## src/design/assert_macros.svh

```systemverilog
// Assertion macros shared by the optical flow RTL.
`ifndef ASSERT_MACROS_SVH
`define ASSERT_MACROS_SVH
`ifndef NO_ASSERTIONS
// Same-cycle implication, clocked on clk_i, disabled in reset.
`define LKOF_ASSERT_IMP(lbl, ante, cons) \
  lbl: assert property (@(posedge clk_i) disable iff (!rst_ni) (ante) |-> (cons)) \
    else $error("assertion failed");
// Next-cycle implication, clocked on clk_i, disabled in reset.
`define LKOF_ASSERT_NEXT(lbl, ante, cons) \
  lbl: assert property (@(posedge clk_i) disable iff (!rst_ni) (ante) |=> (cons)) \
    else $error("assertion failed");
`else
`define LKOF_ASSERT_IMP(lbl, ante, cons)
`define LKOF_ASSERT_NEXT(lbl, ante, cons)
`endif
`endif

```

## src/design/lkof_pkg.sv

```systemverilog
// Shared types and constants of the optical flow block.
`default_nettype none
package lkof_pkg;

  localparam logic [1:0] CFG_FRAME_COLS = 2'd0;
  localparam logic [1:0] CFG_FRAME_ROWS = 2'd1;
  localparam logic [1:0] CFG_FLOW_SCALE = 2'd2;

  typedef struct packed {
    logic signed [8:0] gx;
    logic signed [8:0] gy;
    logic signed [8:0] gt;
  } lkof_grad_t;

  typedef struct packed {
    logic signed [31:0] sxx;
    logic signed [31:0] sxy;
    logic signed [31:0] syy;
    logic signed [31:0] stx;
    logic signed [31:0] sty;
  } lkof_sums_t;

  typedef struct packed {
    logic               singular;
    logic signed [31:0] flow_y;
    logic signed [31:0] flow_x;
  } lkof_result_t;

endpackage
`default_nettype wire

```

## src/design/lkof_solver.sv

```systemverilog
// Frame-end solver: shared multiplier and bit-serial divider for the flow.
`default_nettype none
module lkof_solver import lkof_pkg::*; (
  input  wire          clk_i,
  input  wire          rst_ni,
  input  wire          start_i,
  input  lkof_sums_t   sums_i,
  input  wire  [15:0]  scale_i,
  output logic         done_o,
  output lkof_result_t result_o
);

  localparam int DIV_STEPS = 80;

  typedef enum logic [7:0] {
    SV_IDLE  = 8'b0000_0001,
    SV_MUL   = 8'b0000_0010,
    SV_DIFF  = 8'b0000_0100,
    SV_SCALE = 8'b0000_1000,
    SV_LOAD  = 8'b0001_0000,
    SV_DIV   = 8'b0010_0000,
    SV_SAT   = 8'b0100_0000,
    SV_DONE  = 8'b1000_0000
  } sv_state_e;

  sv_state_e state_q;
  logic [2:0]         mcnt_q;
  logic signed [63:0] prod_q [6];
  logic [63:0] dmag_q, nmag_q [2];
  logic        dneg_q, nneg_q [2];
  logic        sel_q, scnt_q;
  logic [47:0] lo_q, hi_q;
  logic [79:0] dq_q;
  logic [64:0] rem_q;
  logic [6:0]  dcnt_q;
  lkof_result_t res_q;

  logic signed [32:0] op_a, op_b;
  logic signed [65:0] prod;
  logic [63:0] nm;
  logic [64:0] d_det, d_x, d_y, rem_sh;
  logic        ge, big;
  logic [31:0] ql, flow;

  assign nm = nmag_q[sel_q];

  always_comb begin
    op_a = '0;
    op_b = '0;
    if (state_q == SV_SCALE) begin
      op_a = {1'b0, (scnt_q ? nm[63:32] : nm[31:0])};
      op_b = {17'd0, scale_i};
    end else begin
      case (mcnt_q)
        3'd0: begin op_a = 33'(sums_i.sxx); op_b = 33'(sums_i.syy); end
        3'd1: begin op_a = 33'(sums_i.sxy); op_b = 33'(sums_i.sxy); end
        3'd2: begin op_a = 33'(sums_i.stx); op_b = 33'(sums_i.syy); end
        3'd3: begin op_a = 33'(sums_i.sty); op_b = 33'(sums_i.sxy); end
        3'd4: begin op_a = 33'(sums_i.sty); op_b = 33'(sums_i.sxx); end
        3'd5: begin op_a = 33'(sums_i.stx); op_b = 33'(sums_i.sxy); end
        default: begin op_a = '0; op_b = '0; end
      endcase
    end
  end

  assign prod = op_a * op_b;

  assign d_det = 65'($signed(prod_q[0])) - 65'($signed(prod_q[1]));
  assign d_x   = 65'($signed(prod_q[2])) - 65'($signed(prod_q[3]));
  assign d_y   = 65'($signed(prod_q[4])) - 65'($signed(prod_q[5]));

  assign rem_sh = {rem_q[63:0], dq_q[79]};
  assign ge     = rem_sh >= {1'b0, dmag_q};

  // Truncated quotient, saturated to signed 32 bits.
  assign big = |dq_q[79:32];
  assign ql  = dq_q[31:0];
  always_comb begin
    if (nneg_q[sel_q] != dneg_q) begin
      flow = (big || ql > 32'h8000_0000) ? 32'h8000_0000 : (32'd0 - ql);
    end else begin
      flow = (big || ql[31]) ? 32'h7FFF_FFFF : ql;
    end
  end

  always_ff @(posedge clk_i) begin
    case (state_q)
      SV_MUL: prod_q[mcnt_q] <= prod[63:0];
      SV_DIFF: begin
        dneg_q    <= d_det[64];
        dmag_q    <= d_det[64] ? 64'(-d_det) : d_det[63:0];
        nneg_q[0] <= d_x[64];
        nmag_q[0] <= d_x[64] ? 64'(-d_x) : d_x[63:0];
        nneg_q[1] <= d_y[64];
        nmag_q[1] <= d_y[64] ? 64'(-d_y) : d_y[63:0];
      end
      SV_SCALE: begin
        if (scnt_q) hi_q <= prod[47:0];
        else lo_q <= prod[47:0];
      end
      SV_LOAD: begin
        dq_q  <= 80'(lo_q) + {hi_q, 32'd0};
        rem_q <= '0;
      end
      SV_DIV: begin
        rem_q <= ge ? (rem_sh - {1'b0, dmag_q}) : rem_sh;
        dq_q  <= {dq_q[78:0], ge};
      end
      default: ;
    endcase
  end

  always_ff @(posedge clk_i or negedge rst_ni) begin
    if (!rst_ni) begin
      state_q <= SV_IDLE;
      mcnt_q  <= '0;
      sel_q   <= 1'b0;
      scnt_q  <= 1'b0;
      dcnt_q  <= '0;
      res_q   <= '0;
    end else begin
      case (state_q)
        SV_IDLE, SV_DONE: begin
          if (start_i) begin
            state_q <= SV_MUL;
            mcnt_q  <= '0;
          end
        end
        SV_MUL: begin
          mcnt_q <= mcnt_q + 3'd1;
          if (mcnt_q == 3'd5) state_q <= SV_DIFF;
        end
        SV_DIFF: begin
          if (d_det == '0) begin
            res_q   <= '{singular: 1'b1, flow_y: '0, flow_x: '0};
            state_q <= SV_DONE;
          end else begin
            res_q.singular <= 1'b0;
            sel_q   <= 1'b0;
            scnt_q  <= 1'b0;
            state_q <= SV_SCALE;
          end
        end
        SV_SCALE: begin
          scnt_q <= ~scnt_q;
          if (scnt_q) state_q <= SV_LOAD;
        end
        SV_LOAD: begin
          dcnt_q  <= '0;
          state_q <= SV_DIV;
        end
        SV_DIV: begin
          dcnt_q <= dcnt_q + 7'd1;
          if (dcnt_q == 7'(DIV_STEPS - 1)) state_q <= SV_SAT;
        end
        SV_SAT: begin
          if (sel_q) begin
            res_q.flow_y <= flow;
            state_q      <= SV_DONE;
          end else begin
            res_q.flow_x <= flow;
            sel_q        <= 1'b1;
            scnt_q       <= 1'b0;
            state_q      <= SV_SCALE;
          end
        end
        default: state_q <= SV_IDLE;
      endcase
    end
  end

  assign done_o   = (state_q == SV_DONE);
  assign result_o = res_q;

endmodule
`default_nettype wire

```

## config.mk

```make
export PLATFORM = sky130hd
export DESIGN_NAME = lkof_solver
export DESIGN_NICKNAME = d
export VERILOG_FILES = /design/src/design/assert_macros.svh /design/src/design/lkof_pkg.sv /design/src/design/lkof_solver.sv
export SDC_FILE = /design/constraint.sdc
export NUM_CORES = 2
export LEC_CHECK = 0
export ABC_AREA = 1
export BUFFER_PORTS_ARGS = -buffer_cell sky130_fd_sc_hd__buf_2
export CORE_MARGIN = 4
export CORE_UTILIZATION = 43
export CTS_BUF_LIST = sky130_fd_sc_hd__clkbuf_16
export CTS_CLUSTER_DIAMETER = 120
export DETAILED_ROUTE_END_ITERATION = 10
export MAX_ROUTING_LAYER = met4
export PLACE_DENSITY_LB_ADDON = 0.05
export REMOVE_ABC_BUFFERS = 1
export SETUP_SLACK_MARGIN = 0.02
export SYNTH_ARGS = -nofsm -noshare
export SYNTH_HDL_FRONTEND = slang
export SYNTH_SLANG_ARGS = --single-unit
```

## constraint.sdc

```tcl
create_clock -name clk_i -period 13.7 [get_ports clk_i]
set_input_delay 1.37 -clock clk_i [delete_from_list [all_inputs] [get_ports clk_i]]
set_output_delay 1.37 -clock clk_i [all_outputs]
set_load 0.03 [all_outputs]
```

* Yosys cells after proc, flatten, opt, wreduce, memory -nomap -nowiden *
Memories as Yosys holds them, arrays and structs flattened.
Index checks and enable logic that the tools add are counted.

cells by class
  add/sub/neg operators = 11
  multiply operators = 1
  magnitude comparators = 2
  eq/ne operators = 23
  multiplexer cells = 37
  bitwise gates (word level) = 1
  reduce and logical (&&, ||, !) cells = 22

operators with widths
  operator                 count
  $mux W64                 5
  $pmux W64 S2             2
  $sub A64 B64 Y65         3
  $mux W32                 6
  $neg A64 Y64             3
  $pmux W80 S2             1
  $pmux W33 S4             1
  $pmux W33 S3             1
  $add A48 B80 Y80         1
  $mux W33                 2
  $ge A65 B64 Y1           1
  $logic_not A65 Y1        1
  $mul A33 B33 Y64         1
  $sub A64 B64 Y64         1
  $pmux W8 S7              1
  $mux W8                  6
  $reduce_or A48 Y1        1
  $gt A32 B32 Y1 const B   1
  $sub A1 B32 Y32 const A  1
  $ne A2 B2 Y1 const B     8
  $pmux W7 S2              1
  $reduce_and A3 Y1        3
  $eq A8 B1 Y1 const B     1
  $eq A8 B2 Y1 const B     1
  other kinds (27)         44

storage, ports and cells
  register bits = 390
  bits in writable memories = 514
  bits of input ports = 179
  output and inout port bits = 66
  word-level logic and storage cells = 114
  memories kept = 3

memory list
  memory  depth  bits a word  read ports  clocked after memory_dff  wr ports  line               source
  prod_q  6      64           6           0                         1         lkof_solver.sv:28  logic signed [63:0] prod_q [6];
  nmag_q  2      64           1           0                         2         lkof_solver.sv:29  logic [63:0] dmag_q, nmag_q [2];
  nneg_q  2      1            1           0                         2         lkof_solver.sv:30  logic dneg_q, nneg_q [2];

* Depth between registers and ports, before layout *
  word-level depth = 6
  mapped depth = 44
  depth with buffers taken out = 42

* Least setup slack after synthesis *
No wires, ideal clock.

  path type = flip-flop to flip-flop
  start = reg state_q[7]
  end = reg res_q (netlist bit result_o[2])
  setup time = 128 ps
  data arrival time = 13421 ps
  data required time = 13572 ps
  path slack = 151 ps
  cell stages (with the launch flop) = 12
  path buffers = 1
  clock period less this slack = 13549 ps
  path through = dfrtp_1 nor2_1 inv_2 nor2_1 inv_2 nor4_2 inv_1 nand2_1 nand3_2 buf_2 nand2_1 nand2_1

between the ends
  word-level cells in the longest chain between the ends = 3
  elaborated cells on any way between the ends = 7
  those cells by class = eq/ne: 4; mux: 1; reduce/logical: 2

RTL lines
  item                                                                 line                source
  start, declared                                                      lkof_solver.sv:26   sv_state_e state_q;
  start signal, assigned                                               lkof_solver.sv:115  state_q <= SV_IDLE;
  start signal, assigned                                               lkof_solver.sv:125  state_q <= SV_MUL;
  start signal, assigned                                               lkof_solver.sv:131  if (mcnt_q == 3'd5) state_q <= SV_DIFF;
  $eq A8 B3 Y1 or $eq A8 B7 Y1 (tied branches)                         lkof_solver.sv:122  case (state_q)
  $ne A2 B2 Y1 (no source line) or $reduce_bool A2 Y1 (tied branches)  n/a
  $reduce_and A3 Y1 (no source line)                                   n/a
  end signal, assigned                                                 lkof_solver.sv:135  res_q <= '{singular: 1'b1, flow_y: '0, flow_x: '0};
  end, declared                                                        lkof_solver.sv:36   lkof_result_t res_q;

Parallel ways exist; a longest one is shown, timed or not.
A chain may end at the register's enable or synchronous reset.

* Worst setup path in the final report *
  start = reg sel_q
  end = mem prod_q[3][53] (data pin)

between the ends
  word-level cells in the longest chain between the ends = 4

RTL lines
  item                    line                source
  start, declared         lkof_solver.sv:31   logic sel_q, scnt_q;
  start signal, assigned  lkof_solver.sv:117  sel_q <= 1'b0;
  start signal, assigned  lkof_solver.sv:139  sel_q <= 1'b0;
  start signal, assigned  lkof_solver.sv:162  sel_q <= 1'b1;
  $mem_v2 Z2 W64          n/a
  $mux W32                lkof_solver.sv:51   op_a = {1'b0, (scnt_q ? nm[63:32] : nm[31:0])};
  $mux W33                lkof_solver.sv:50   if (state_q == SV_SCALE) begin
  $mul A33 B33 Y64        lkof_solver.sv:66   assign prod = op_a * op_b;
  net prod[53]            lkof_solver.sv:39   logic signed [65:0] prod;
  end, declared           lkof_solver.sv:28

The timed path passes the listed nets, and every way through them passes these cells.

==> summary.md <==
| Metric | Value |
|---|---|
| Status | `finished, violations left` |
| Failing checks | `capacitance limit, slew limit` |
| # clock sinks | `904` |
| Synth area leader | `edfxtp_1` |
| Total global routing overflow | `0` |
| Top achievable clock speed | `0.0822 GHz` |
| CP startpoint kind | `flop` |
| Final design utilization | `47.1%` |
| Vias per inst | `5.51` |
| Routability cong. | `1.07` |
| Cell Area, Synth | `103000 um2` |
| Worst skew pair latency | `840 ps` |
| Slew @ Worst Pin | `1500 ps` |
| Cell mode on critical path | `fa_1` |
| CTS tree | `yes` |
| Share of layout cells above drive strength 1 | `6.11%` |
| Worst EP arrival | `12570 ps` |
| Reg clk slew, reported paths | `60 ps` |
| Hold crit path type | `primary input to asynchronous set/reset pin` |
| Fin. Hold Viols | `0` |
| Area added between synthesis and finish | `8.98%` |
| Endpoints failing setup | `0` |
| Clk_skew | `135 ps` |
| Most common cell after layout, fill and taps aside | `nand2_1` |
| Number of synthesized flops with an enable pin | `819` |
| Ys flop type | `edfxtp_1` |
| I/O pin cnt | `245` |
| Tcrit/Tclk final | `88.7%` |
| Root Driver | `clkbuf_16` |
| ANT nets after route | `0` |
| Most frequent cells in the layout | `3595 x nand2_1, 2726 x inv_1, 1376 x nor2_1` |
| Wire length per cell | `26.8 um` |
| Initial drt markers | `10.1k` |
| First-pass GRT wire length | `644000 um` |
| Max-Cap Viols | `1` |
| Setup bufs post-CTS | `0` |
| Post-layout min period | `12160 ps` |
| Die area | `247000 um2` |
| Avg Inst Size Synth | `7.71 um2` |
| Max_slew headroom | `-0.125%` |
| #FFs+latches synth | `904` |
| Worst path max stage delay | `1030 ps` |
| GRT Resource Usage Total | `36.9%` |
| Core area | `238000 um2` |
| CP Data Required Time | `14110 ps` |
| Largest net degree at the start of global routing | `121` |
| Vias | `93.1k` |
| PortBufs | `244` |
| Die Y | `497 um` |
| Clk buf depth | `3` |
| Post-CTS Resized | `0` |
| Critical path class | `flop to flop` |
| H-tree levels | `3` |
| Drt first pass iters | `9` |
| Layout Nets | `15.4k` |
| Number of global-route vias before repair | `92.3k` |
| Initial core utilization | `43.2%` |
| Mapped Cells | `13.4k` |
| Ys async rst share | `9.40%` |
| Die width | `497 um` |
| CTS Buf Count | `109` |
| Initial antenna violation count | `54` |
| Synth area leaders | `edfxtp_1 24%, fa_1 22%, nand2_1 13%` |
| Post-synth top area share | `23.9%` |
| Crit path max-delay cell type | `clkinv_1` |
| Post-CTS Hold Fix Bufs | `0` |
| Library cells used by synthesis | `74` |
| Critical Path Fanout Max | `30` |
| DRC | `0` |
| Sequential fraction of the synthesis area | `26.0%` |
| Worst Setup End Kind | `flop` |
| Syn. warnings | `0` |
| RSZ-0062 raised after global routing | `false` |
| Slew Limit Fails | `1` |
| HPWL Detailed | `371000 um` |
| FP Rows | `179` |
| Routed Wire Length | `453000 um` |
| Fillers | `24.1k` |
-- state kept, by name, indices dropped and copies added, names as in the netlist, 3 cells and up --
register and cells:
prod_q 384, rem_q 64, dcnt_q 7, result_o 65, hi_q 48, mcnt_q 3, state_q 8, dmag_q 64
dq_q 80, lo_q 48, nmag_q 128
-- worst max-delay path: cells and delay by family (launching register included) --
| family | cells | cell delay, ps |
|---|---|---|
| adders and majority gates | 9 | 4540 |
| DFF | 1 | 850 |
| and+or+nand+nor | 9 | 1600 |
| buffers and inverters | 8 | 2480 |
| AOI/OAI and AO/OA | 7 | 1530 |
| xor gates and xnor gates | 1 | 760 |
-- cell type report --
class / count / area [um2] / share of cell area (%)
diodes: 40 / 100 / 0.0892
well taps: 3167 / 3960 / 3.53
clock buffers: 112 / 2800 / 2.50
flip-flops and latches: 904 / 26700 / 23.8
repair buffers: 445 / 2760 / 2.46
multi-input cells: 9376 / 64700 / 57.7
clock inverters: 91 / 795 / 0.708
inverters: 2765 / 10400 / 9.25
-- synthesized netlist by cell type, drive strengths merged (23+ instances only) --
cell type	instances
a21oi	528
o22ai	35
clkbuf	237
edfxtp	819
a21o	23
nor2	1434
a31oi	34
nand3	453
o21a	53
nor4	40
nand3b	56
nor3	173
dfrtp	84
nand2	3668
a221oi	23
xnor2	143
xor2	239
inv	2738
fa	1130
ha	495
nand4	202
buf	79
clkinv	27
o21bai	42
o21ai	473
-- stage by stage --
stage	setup TNS, ps	setup slack (ps)	hold slack, ps	cells	instance area [um2]
finish	0	1540	436	16900	112000
floorplan	-55820	-927	446	13000	102000
global route	0	946	444	16900	112000
CTS	0	1700	388	16900	112000
global placement	0	1690	448	16700	109000
detailed placement	0	1760	453	16700	109000
-- final timing paths --
check / slack, ps / cells past startpoint / end / startpoint
worst max-delay path: 1540 / 34 / prod_q[3][53] / sel_q
worst max register to register: 1540 / 34 / prod_q[3][53] / sel_q
worst min-delay path: 440 / 1 / result_o[25] / rst_ni
min in group clk_i: 470 / 2 / result_o[0] / result_o[0]
max in group asynchronous: 11870 / 2 / sel_q / rst_ni
worst min register to register: 470 / 2 / result_o[0] / result_o[0]
-- layer usage --
layer / routed length [um] / global-route usage (%)
met5: 0 / -
met4: 26800 / 18.4
met3: 36700 / 5.62
met2: 206000 / 57.7
met1: 183000 / 46.9
-- logic make-up (layout without fill, tap and decap cells) --
logic type / Yosys count / count (layout) / synth area share (%)
and+or+nand+nor: 6057 / 6057 / 24.2
buffers and inverters: 3081 / 3413 / 11.3
adders and majority gates: 1625 / 1625 / 28.0
AOI/OAI and AO/OA: 1296 / 1296 / 7.03
DFF: 904 / 904 / 26.0
xor gates and xnor gates: 382 / 382 / 3.33
muxes: 16 / 16 / 0.156
other: 0 / 40 / 0
Power is not shown: default switching activity piles up to over one toggle a cycle in this logic, so the estimate is an artifact.
